[config.mk]
export PLATFORM = sky130hd
export DESIGN_NAME = thread_key_value_table
export DESIGN_NICKNAME = d
export VERILOG_FILES = /design/src/rtl/kvt_pkg.sv /design/src/rtl/kvt_entry_ram.sv /design/src/rtl/kvt_entry_store.sv /design/src/rtl/thread_key_value_table.sv
export SDC_FILE = /design/constraint.sdc
export NUM_CORES = 2
export LEC_CHECK = 0
export BUFFER_PORTS_ARGS = -buffer_cell sky130_fd_sc_hd__buf_4
export CORE_UTILIZATION = 65
export CTS_BUF_LIST = sky130_fd_sc_hd__clkbuf_4 sky130_fd_sc_hd__clkbuf_8
export DETAILED_ROUTE_END_ITERATION = 8
export PLACE_DENSITY = 0.82
export SLEW_MARGIN = 20
export SYNTH_ARGS = -nofsm -noshare
export SYNTH_HDL_FRONTEND = slang
export SYNTH_SLANG_ARGS = --single-unit
[constraint.sdc]
create_clock -name clk -period 5.9 [get_ports clk]
set_clock_uncertainty 0.1 [all_clocks]
set_input_delay 0.295 -clock clk [delete_from_list [all_inputs] [get_ports clk]]
set_output_delay 0.295 -clock clk [all_outputs]
set_load 0.02 [all_outputs]
[src/rtl/kvt_pkg.sv]
// Shared types and constants for the thread key/value table.
// No dependencies; used by kvt_entry_store and thread_key_value_table.
package kvt_pkg;

	localparam int KEY_COUNT_DEF   = 16;
	localparam int ENTRY_COUNT_DEF = 32;
	localparam int TID_W           = 15;
	localparam int VALUE_W         = 32;
	localparam int CKEY_W          = 4;

	// request modes
	localparam logic [1:0] MODE_CREATE = 2'd0;
	localparam logic [1:0] MODE_DELETE = 2'd1;
	localparam logic [1:0] MODE_GET    = 2'd2;
	localparam logic [1:0] MODE_SET    = 2'd3;

	// result status codes
	localparam logic [2:0] ST_OK      = 3'd0;
	localparam logic [2:0] ST_INVAL   = 3'd1;
	localparam logic [2:0] ST_NOKEY   = 3'd2;
	localparam logic [2:0] ST_NOSPACE = 3'd3;
	localparam logic [2:0] ST_GETFAIL = 3'd4;

	typedef enum logic [1:0] {
		KVT_IDLE,
		KVT_KEYSCAN,
		KVT_ENTSCAN
	} kvt_state_t;

	// controller -> entry store
	typedef struct packed {
		logic start;
		logic write;
		logic clear;
	} kvt_cmd_t;

	// entry store -> controller
	typedef struct packed {
		logic done;
		logic found;
		logic free_found;
	} kvt_sts_t;

endpackage

[src/rtl/kvt_entry_ram.sv]
// Single-port-write, single-port-read entry memory with registered read data.
// Depends on nothing; instantiated by kvt_entry_store.
module kvt_entry_ram #(
	parameter int DEPTH = 32,
	parameter int WIDTH = 51,
	localparam int AW = (DEPTH > 1) ? $clog2(DEPTH) : 1
) (
	input  logic             clk,
	input  logic             we,
	input  logic [AW-1:0]    waddr,
	input  logic [WIDTH-1:0] wdata,
	input  logic             re,
	input  logic [AW-1:0]    raddr,
	output logic [WIDTH-1:0] rdata
);

	logic [WIDTH-1:0] mem [DEPTH];

	always_ff @(posedge clk) begin
		if (we) begin
			mem[waddr] <= wdata;
		end
	end

	always_ff @(posedge clk) begin
		if (re) begin
			rdata <= mem[raddr];
		end
	end

endmodule

[src/rtl/kvt_entry_store.sv]
// Entry table: in-use bits, entry memory and the sequential match/free scan.
// Depends on kvt_pkg and kvt_entry_ram.
module kvt_entry_store #(
	parameter int KEY_W = 4,
	parameter int ENTRY_COUNT = kvt_pkg::ENTRY_COUNT_DEF,
	localparam int IDX_W = (ENTRY_COUNT > 1) ? $clog2(ENTRY_COUNT) : 1
) (
	input  logic                       clk,
	input  logic                       arst_n,
	input  kvt_pkg::kvt_cmd_t          cmd,
	input  logic [KEY_W-1:0]           key,
	input  logic [kvt_pkg::TID_W-1:0]  tid,
	input  logic [kvt_pkg::VALUE_W-1:0] wr_value,
	input  logic [IDX_W-1:0]           wr_idx,
	output kvt_pkg::kvt_sts_t          sts,
	output logic [IDX_W-1:0]           match_idx,
	output logic [kvt_pkg::VALUE_W-1:0] match_value,
	output logic [IDX_W-1:0]           free_idx
);

	localparam int WIDTH = KEY_W + kvt_pkg::TID_W + kvt_pkg::VALUE_W;
	localparam logic [IDX_W-1:0] LAST = IDX_W'(ENTRY_COUNT - 1);

	logic [ENTRY_COUNT-1:0] vld_q;
	logic                   issue_q;
	logic [IDX_W-1:0]       addr_q;
	logic                   rd_s1;
	logic [IDX_W-1:0]       idx_s1;
	logic                   vld_s1;
	logic                   found_q;
	logic                   free_found_q;
	logic                   done_q;
	logic [IDX_W-1:0]       match_idx_q;
	logic [IDX_W-1:0]       free_idx_q;
	logic [kvt_pkg::VALUE_W-1:0] match_value_q;
	logic [WIDTH-1:0]       rdata;
	logic [KEY_W-1:0]       rd_key;
	logic [kvt_pkg::TID_W-1:0] rd_tid;
	logic [kvt_pkg::VALUE_W-1:0] rd_value;
	logic                   hit;

	kvt_entry_ram #(
		.DEPTH(ENTRY_COUNT),
		.WIDTH(WIDTH)
	) u_ram (
		.clk   (clk),
		.we    (cmd.write),
		.waddr (wr_idx),
		.wdata ({key, tid, wr_value}),
		.re    (issue_q),
		.raddr (addr_q),
		.rdata (rdata)
	);

	assign {rd_key, rd_tid, rd_value} = rdata;
	assign hit = rd_s1 && vld_s1 && (rd_key == key) && (rd_tid == tid);

	// in-use bits
	always_ff @(posedge clk or negedge arst_n) begin
		if (!arst_n) begin
			vld_q <= '0;
		end else if (cmd.write) begin
			vld_q[wr_idx] <= 1'b1;
		end else if (cmd.clear) begin
			vld_q[wr_idx] <= 1'b0;
		end
	end

	// scan control: issue one address a cycle, compare in the cycle after
	always_ff @(posedge clk or negedge arst_n) begin
		if (!arst_n) begin
			issue_q      <= 1'b0;
			addr_q       <= '0;
			rd_s1        <= 1'b0;
			found_q      <= 1'b0;
			free_found_q <= 1'b0;
			done_q       <= 1'b0;
		end else begin
			done_q <= rd_s1 && (idx_s1 == LAST);
			rd_s1  <= issue_q;
			if (cmd.start) begin
				issue_q      <= 1'b1;
				addr_q       <= '0;
				found_q      <= 1'b0;
				free_found_q <= 1'b0;
			end else begin
				if (issue_q) begin
					if (addr_q == LAST) begin
						issue_q <= 1'b0;
					end else begin
						addr_q <= addr_q + 1'b1;
					end
				end
				if (hit && !found_q) begin
					found_q <= 1'b1;
				end
				if (rd_s1 && !vld_s1 && !free_found_q) begin
					free_found_q <= 1'b1;
				end
			end
		end
	end

	always_ff @(posedge clk) begin
		idx_s1 <= addr_q;
		vld_s1 <= vld_q[addr_q];
		if (hit && !found_q) begin
			match_idx_q   <= idx_s1;
			match_value_q <= rd_value;
		end
		if (rd_s1 && !vld_s1 && !free_found_q) begin
			free_idx_q <= idx_s1;
		end
	end

	assign sts.done       = done_q;
	assign sts.found      = found_q;
	assign sts.free_found = free_found_q;
	assign match_idx      = match_idx_q;
	assign match_value    = match_value_q;
	assign free_idx       = free_idx_q;

	a_no_restart: assert property (@(posedge clk) disable iff (!arst_n)
		cmd.start |-> !issue_q && !rd_s1)
		else $error("scan restarted while running");

	a_no_write_in_scan: assert property (@(posedge clk) disable iff (!arst_n)
		(cmd.write || cmd.clear) |-> !issue_q && !rd_s1)
		else $error("entry table modified during scan");

	a_match_in_use: assert property (@(posedge clk) disable iff (!arst_n)
		(done_q && found_q) |-> vld_q[match_idx_q])
		else $error("matched entry is not in use");

	a_free_unused: assert property (@(posedge clk) disable iff (!arst_n)
		(done_q && free_found_q) |-> !vld_q[free_idx_q])
		else $error("free entry is in use");

endmodule

[src/rtl/thread_key_value_table.sv]
// Thread key/value table top level: request decode, key bitmap, result register.
// Depends on kvt_pkg and kvt_entry_store.
//
// One request at a time: a request is taken when start is high and busy is
// low, and its single result appears on status/created_key/read_value for
// exactly one cycle with done high; the result cannot be held off, so the
// receiver must take it in that cycle. Delete and any request rejected on its
// key or thread id give their result in the cycle after acceptance. Create
// walks the key bitmap one key per cycle, lowest first, and stops at the first
// free key or after the last key. Get and set that pass the checks scan every
// entry of the entry memory through its single read port, one entry per cycle
// with registered read data, then commit at most one write or clear. busy
// falls in the cycle that shows the result, so the next request may be started
// there. Reset clears the in-use flip-flops and the control registers but not
// the entry memory; the block is ready in the first cycle after reset.
module thread_key_value_table #(
	parameter int KEY_COUNT   = kvt_pkg::KEY_COUNT_DEF,
	parameter int ENTRY_COUNT = kvt_pkg::ENTRY_COUNT_DEF
) (
	input  logic        clk,
	input  logic        arst_n,
	input  logic        start,
	output logic        busy,
	input  logic [1:0]  mode,
	input  logic signed [7:0]  key_index,
	input  logic signed [15:0] thread_id,
	input  logic [31:0] new_value,
	input  logic        value_present,
	output logic        done,
	output logic [2:0]  status,
	output logic [3:0]  created_key,
	output logic [31:0] read_value
);

	localparam int KEY_W = (KEY_COUNT > 1) ? $clog2(KEY_COUNT) : 1;
	localparam int IDX_W = (ENTRY_COUNT > 1) ? $clog2(ENTRY_COUNT) : 1;
	localparam logic [KEY_W-1:0] KEY_LAST = KEY_W'(KEY_COUNT - 1);

	kvt_pkg::kvt_state_t state_q, state_d;

	// latched request
	logic [1:0]                  mode_q;
	logic [KEY_W-1:0]            key_q;
	logic [kvt_pkg::TID_W-1:0]   tid_q;
	logic [kvt_pkg::VALUE_W-1:0] value_q;
	logic                        present_q;

	logic [KEY_COUNT-1:0] key_in_use_q;
	logic [KEY_W-1:0]     kscan_q, kscan_d;

	// result register
	logic        done_q;
	logic [2:0]  status_q;
	logic [3:0]  created_q;
	logic [31:0] read_q;

	// decode of the incoming request
	logic             in_key_ok;
	logic [KEY_W-1:0] in_key;
	logic             in_key_used;

	// controller outputs
	logic        latch;
	logic        fin;
	logic [2:0]  fin_status;
	logic [3:0]  fin_created;
	logic [31:0] fin_value;
	logic        key_set_en;
	logic        key_clr_en;

	kvt_pkg::kvt_cmd_t scan_cmd;
	kvt_pkg::kvt_sts_t scan_sts;
	logic [IDX_W-1:0]  wr_idx;
	logic [IDX_W-1:0]  match_idx;
	logic [IDX_W-1:0]  free_idx;
	logic [kvt_pkg::VALUE_W-1:0] match_value;

	// key valid when 0 <= key < KEY_COUNT
	assign in_key_ok   = !key_index[7] && (key_index[6:0] < 7'(KEY_COUNT));
	assign in_key      = key_index[KEY_W-1:0];
	assign in_key_used = in_key_ok ? key_in_use_q[in_key] : 1'b0;

	// lowest matching entry wins; otherwise the lowest free one
	assign wr_idx = scan_sts.found ? match_idx : free_idx;

	kvt_entry_store #(
		.KEY_W       (KEY_W),
		.ENTRY_COUNT (ENTRY_COUNT)
	) u_store (
		.clk         (clk),
		.arst_n      (arst_n),
		.cmd         (scan_cmd),
		.key         (key_q),
		.tid         (tid_q),
		.wr_value    (value_q),
		.wr_idx      (wr_idx),
		.sts         (scan_sts),
		.match_idx   (match_idx),
		.match_value (match_value),
		.free_idx    (free_idx)
	);

	always_ff @(posedge clk or negedge arst_n) begin
		if (!arst_n) begin
			state_q <= kvt_pkg::KVT_IDLE;
		end else begin
			state_q <= state_d;
		end
	end

	// next state and control
	always_comb begin
		state_d     = state_q;
		kscan_d     = kscan_q;
		latch       = 1'b0;
		fin         = 1'b0;
		fin_status  = kvt_pkg::ST_OK;
		fin_created = '0;
		fin_value   = '0;
		key_set_en  = 1'b0;
		key_clr_en  = 1'b0;
		scan_cmd    = '0;
		unique case (state_q)
			kvt_pkg::KVT_IDLE: begin
				if (start) begin
					latch = 1'b1;
					unique case (mode)
						kvt_pkg::MODE_CREATE: begin
							state_d = kvt_pkg::KVT_KEYSCAN;
							kscan_d = '0;
						end
						kvt_pkg::MODE_DELETE: begin
							fin = 1'b1;
							if (!in_key_ok) begin
								fin_status = kvt_pkg::ST_INVAL;
							end else if (!in_key_used) begin
								fin_status = kvt_pkg::ST_NOKEY;
							end else begin
								key_clr_en = 1'b1;
							end
						end
						kvt_pkg::MODE_GET: begin
							if (thread_id[15] || !in_key_used) begin
								fin        = 1'b1;
								fin_status = kvt_pkg::ST_GETFAIL;
							end else begin
								state_d        = kvt_pkg::KVT_ENTSCAN;
								scan_cmd.start = 1'b1;
							end
						end
						kvt_pkg::MODE_SET: begin
							if (thread_id[15] || !in_key_ok) begin
								fin        = 1'b1;
								fin_status = kvt_pkg::ST_INVAL;
							end else if (!in_key_used) begin
								fin        = 1'b1;
								fin_status = kvt_pkg::ST_NOKEY;
							end else begin
								state_d        = kvt_pkg::KVT_ENTSCAN;
								scan_cmd.start = 1'b1;
							end
						end
					endcase
				end
			end
			kvt_pkg::KVT_KEYSCAN: begin
				// one key per cycle, lowest first
				if (!key_in_use_q[kscan_q]) begin
					fin         = 1'b1;
					key_set_en  = 1'b1;
					fin_created = 4'(kscan_q);
				end else if (kscan_q == KEY_LAST) begin
					fin        = 1'b1;
					fin_status = kvt_pkg::ST_NOSPACE;
				end else begin
					kscan_d = kscan_q + 1'b1;
				end
			end
			kvt_pkg::KVT_ENTSCAN: begin
				if (scan_sts.done) begin
					fin = 1'b1;
					if (mode_q == kvt_pkg::MODE_GET) begin
						if (scan_sts.found) begin
							fin_value = match_value;
						end else begin
							fin_status = kvt_pkg::ST_GETFAIL;
						end
					end else if (present_q) begin
						if (scan_sts.found || scan_sts.free_found) begin
							scan_cmd.write = 1'b1;
						end else begin
							fin_status = kvt_pkg::ST_NOSPACE;
						end
					end else if (scan_sts.found) begin
						// null value removes the matching entry
						scan_cmd.clear = 1'b1;
					end
				end
			end
			default: begin
				state_d = kvt_pkg::KVT_IDLE;
			end
		endcase
		if (fin) begin
			state_d = kvt_pkg::KVT_IDLE;
		end
	end

	// key bitmap; delete leaves the key's entries in place
	always_ff @(posedge clk or negedge arst_n) begin
		if (!arst_n) begin
			key_in_use_q <= '0;
		end else if (key_set_en) begin
			key_in_use_q[kscan_q] <= 1'b1;
		end else if (key_clr_en) begin
			key_in_use_q[in_key] <= 1'b0;
		end
	end

	always_ff @(posedge clk or negedge arst_n) begin
		if (!arst_n) begin
			kscan_q <= '0;
			done_q  <= 1'b0;
		end else begin
			kscan_q <= kscan_d;
			done_q  <= fin;
		end
	end

	// request and result payload
	always_ff @(posedge clk) begin
		if (latch) begin
			mode_q    <= mode;
			key_q     <= in_key;
			tid_q     <= thread_id[kvt_pkg::TID_W-1:0];
			value_q   <= new_value;
			present_q <= value_present;
		end
		if (fin) begin
			status_q  <= fin_status;
			created_q <= fin_created;
			read_q    <= fin_value;
		end
	end

	assign busy        = (state_q != kvt_pkg::KVT_IDLE);
	assign done        = done_q;
	assign status      = status_q;
	assign created_key = created_q;
	assign read_value  = read_q;

	a_done_idle: assert property (@(posedge clk) disable iff (!arst_n)
		done |-> !busy)
		else $error("result shown while still busy");

	a_fail_zero: assert property (@(posedge clk) disable iff (!arst_n)
		(done && status != kvt_pkg::ST_OK) |-> created_key == 4'd0 && read_value == 32'd0)
		else $error("failed request returned nonzero payload");

	a_scan_done_state: assert property (@(posedge clk) disable iff (!arst_n)
		scan_sts.done |-> state_q == kvt_pkg::KVT_ENTSCAN)
		else $error("entry scan finished outside of a get or set");

	a_create_sets_key: assert property (@(posedge clk) disable iff (!arst_n)
		key_set_en |=> key_in_use_q[$past(kscan_q)])
		else $error("created key not marked in use");

endmodule
==> metrics.md <==
| Metric | Value |
|---|---|
| CP startpoint kind | flip-flop |
| Nets | 3502 |
| Hold WC Path Type | in -> reg |
| Routed Antenna Nets | 0 |
| # rows | 121 |
| FMAX | 247 MHz |
| Wire length on met3 | 22.4 mm |
| Synth unique cells | 44 |
| Critical Path End Type | flip-flop |
| CTS Sinks | 1889 |
| Worst-margin pin slew | 1.16 ns |
| Worst reg2reg setup slack | 1.85 ns |
| Mapped Cells | 2979 |
| Share of layout cells above drive strength 1 | 34.4% |
| Clock transition at path regs | 0.06 ns |
| R2R Path Start | state_q[0]$_DFFE_PN0P_ |
| Setup crit start | state_q[0]$_DFFE_PN0P_ |
| Min Tclk post-route | 4.05 ns |
| TritonCTS buffer count | 303 |
| Hold slack | 0.0949 ns |
| Largest net degree at the start of global routing | 123 |
| Final Hold Vio Count | 0 |
| First-pass GRT wire length | 262 mm |
| Die ar. | 0.111 sq mm |
| IO Pins | 103 |
| Lkg Pwr | 26.3 nW |
| TNS Setup | 0 ns |
| CTS tree | yes |
| Post-synth EDFFs | 1818 |
| Final setup fails | 0 |
| Initial Utilization | 65.6% |
| Clk buf depth | 4 |
| Clk root buf | clkbuf_8 |
| Reg-to-Reg End | u_store.u_ram.mem[26][46]$_DFFE_PP_ |
| Post-CTS setup buffers | 0 |
| Area of placed instances | 0.0746 sq mm |
| Drt pass-1 iters | 7 |
| Number of global-route vias before repair | 37500 |
| Critical Path RT | 6.34 ns |
| Initial antenna violation count | 6 |
| Syn Area/Cell | 24.0 sq um |
| CP max FO | 36 |
| Final HPWL DP | 91.0 mm |
| Width of the die | 334 um |
| Area growth syn-to-layout | 14.0% |
| Final Util | 74.8% |
| Post-route DRC | 0 |
| Post-CTS Hold Fix Bufs | 116 |
| WP data arrival | 4.49 ns |
| WL final | 187 mm |
| Wire length per cell | 37.0 um |
| Worst setup endpoint | u_store.u_ram.mem[26][46]$_DFFE_PP_ |
| RSZ-0062 raised after global routing | false |
| Final Cell Area | 0.0816 sq mm |
| Setup ws final | 1.85 ns |
| Power per cell area | 419 mW/mm^2 |
| Async SR Flop Fraction | 3.44% |
| Slew margin rel. | 22.5% |
| Ys Warns | 0 |
| Post-Syn Area | 0.0715 sq mm |
| Total GRT Usage | 34.0% |
| Resize count post-CTS | 0 |
| Max-slew violations | 0 |
| Max IR drop VDD | 0.386 mV |
| Htree depth | 5 |
| M1 WL | 61.7 mm |
| CORE AREA | 0.109 sq mm |
| Seq/Total Area, Yosys | 78.8% |
| Die H | 334 um |
| Net Count, Synth | 3051 |
| Placer Congestion | 0.789 |
| Vias per cell | 7.19 |
| Grt total ovfl | 0 |
| Clk_lat worst skew | 0.99 ns |
| Met2 Wirelength | 93.3 mm |
| Maxcap violations | 0 |
| Path type of the worst setup path | reg -> reg |
| #FFs+latches synth | 1889 |
| 1st-iter DRT viols | 5557 |
| Top sig layer | met5 |
| Via count | 36300 |
| Period utilization | 68.7% |
| Reg2Reg Depth | 9 |
| Dpl ws | 1.68 ns |
| Top FF cell, synth | edfxtp_1 |
| Status | finished clean |
| I/O Buffers | 102 |
## Yosys cell counts (all sizes together), types with 3 or more instances
cell type,instances,area [sq um]
o21ai,72,360
nor2,60,225
nand2b,5,31.3
mux4,529,11900
dfrtp,65,1630
edfxtp,1818,54600
nand2,36,135
mux2i,6,60.1
buf,62,330
nand4,6,37.5
a32o,3,30.0
inv,13,48.8
nor2b,6,37.5
xnor2,14,123
xor2,8,70.1
a21oi,35,175
a31oi,6,43.8
nor3,12,60.1
clkbuf,85,319
nand3,8,40.0
ha,10,125
dfxtp,6,120
and2,37,231
mux2,54,608
## metal layers
metal	vias up	GRT usage [%]
met1	18600	43.7
met5	-	0
li1	13600	-
met3	646	8.37
met2	3392	55.2
met4	6	16.5
## cells by family after synthesis
logic type                 after synthesis  share of synthesized area [%]
muxes                                  589                           17.6
buffers and inverters                  160                          0.976
AOI/OAI and AO/OA                      129                           1.03
DFF                                   1889                           78.8
and+or+nand+nor                        180                           1.21
xor gates and xnor gates                22                          0.269
adders and majority gates               10                          0.175
## sequential cells by signal, indices dropped and copies added (netlist names), 2 cells and up, named ones only
signal / flops
created_key: 4
key_in_use_q: 16
key_q: 4
kscan_q: 4
mode_q: 2
read_value: 32
state_q: 2
status: 3
tid_q: 15
u_store.addr_q: 5
u_store.free_idx: 5
u_store.idx_s1: 5
u_store.match_idx: 5
u_store.match_value: 32
u_store.u_ram.mem: 1632
u_store.u_ram.rdata: 51
value_q: 32
## report_power, final
| group | internal (mW) | switching (mW) |
|---|---|---|
| registers | 15.4 | 0.740 |
| logic | 3.74 | 3.45 |
| clock network | 5.70 | 5.09 |
| total | 24.9 | 9.28 |
## layout make-up
cell class / count / area (sq um)
Fill cell: 5254 / 27400
Clock buffer: 397 / 4900
Antenna cell: 2 / 5.00
Sequential cell: 1889 / 56400
Multi-Input combinational cell: 930 / 14800
Inverter: 13 / 48.8
Tap cell: 1414 / 1770
Clock inverter: 112 / 688
Timing Repair Buffer: 293 / 3010
## stage by stage
stage                     cells  power (mW)
after floorplan            2979        21.3
after global placement     4410        23.1
after detailed placement   4411        23.4
after CTS                  5036        34.0
after global routing       5049        35.1
final                      5050        34.2
## how the worst min path moves through the flow
stage,slack (ns),to,from,depth (start not counted)
3_3_place_gp,0.30,u_store.match_value[1]$_DFFE_PP_,u_store.u_ram.rdata[1]$_DFFE_PP_,0
5_1_grt,0.06,tid_q[3]$_DFFE_PP_,thread_id[3],2
4_1_cts,0.007,tid_q[3]$_DFFE_PP_,thread_id[3],2
3_5_place_dp,0.30,u_store.match_value[9]$_DFFE_PP_,u_store.u_ram.rdata[9]$_DFFE_PP_,0
2_1_floorplan,-0.10,async pin,arst_n,0
6_report,0.09,tid_q[3]$_DFFE_PP_,thread_id[3],2
## worst max-delay path: stages (launching register included)
cell	delay (ns)
dfrtp_1	0.43
inv_1	0.15
ha_1	0.20
nand2_1	0.10
nor2_1	0.13
nand2_1	0.08
nor2_1	0.39
nand2_2	0.52
nor2_4	0.74
buf_4	0.72
## cell usage in the layout (no fill, tap or decap), types with 8 or more instances in the layout
cell type / n
nor3_1: 12
nand2_1: 32
clkbuf_4: 90
edfxtp_1: 1818
nand3_1: 8
dfrtp_1: 59
xor2_1: 8
ha_1: 10
nor2_4: 34
clkinvlp_4: 9
and2_1: 36
clkinv_1: 68
buf_4: 135
a21oi_1: 35
o21ai_0: 72
nor2_1: 26
clkinv_2: 24
mux4_2: 529
xnor2_1: 14
mux2_2: 54
clkbuf_8: 307
dlygate4sd3_1: 115
buf_8: 9
inv_1: 13
buf_12: 28
Note: power is estimated with default switching activity, not from simulation.
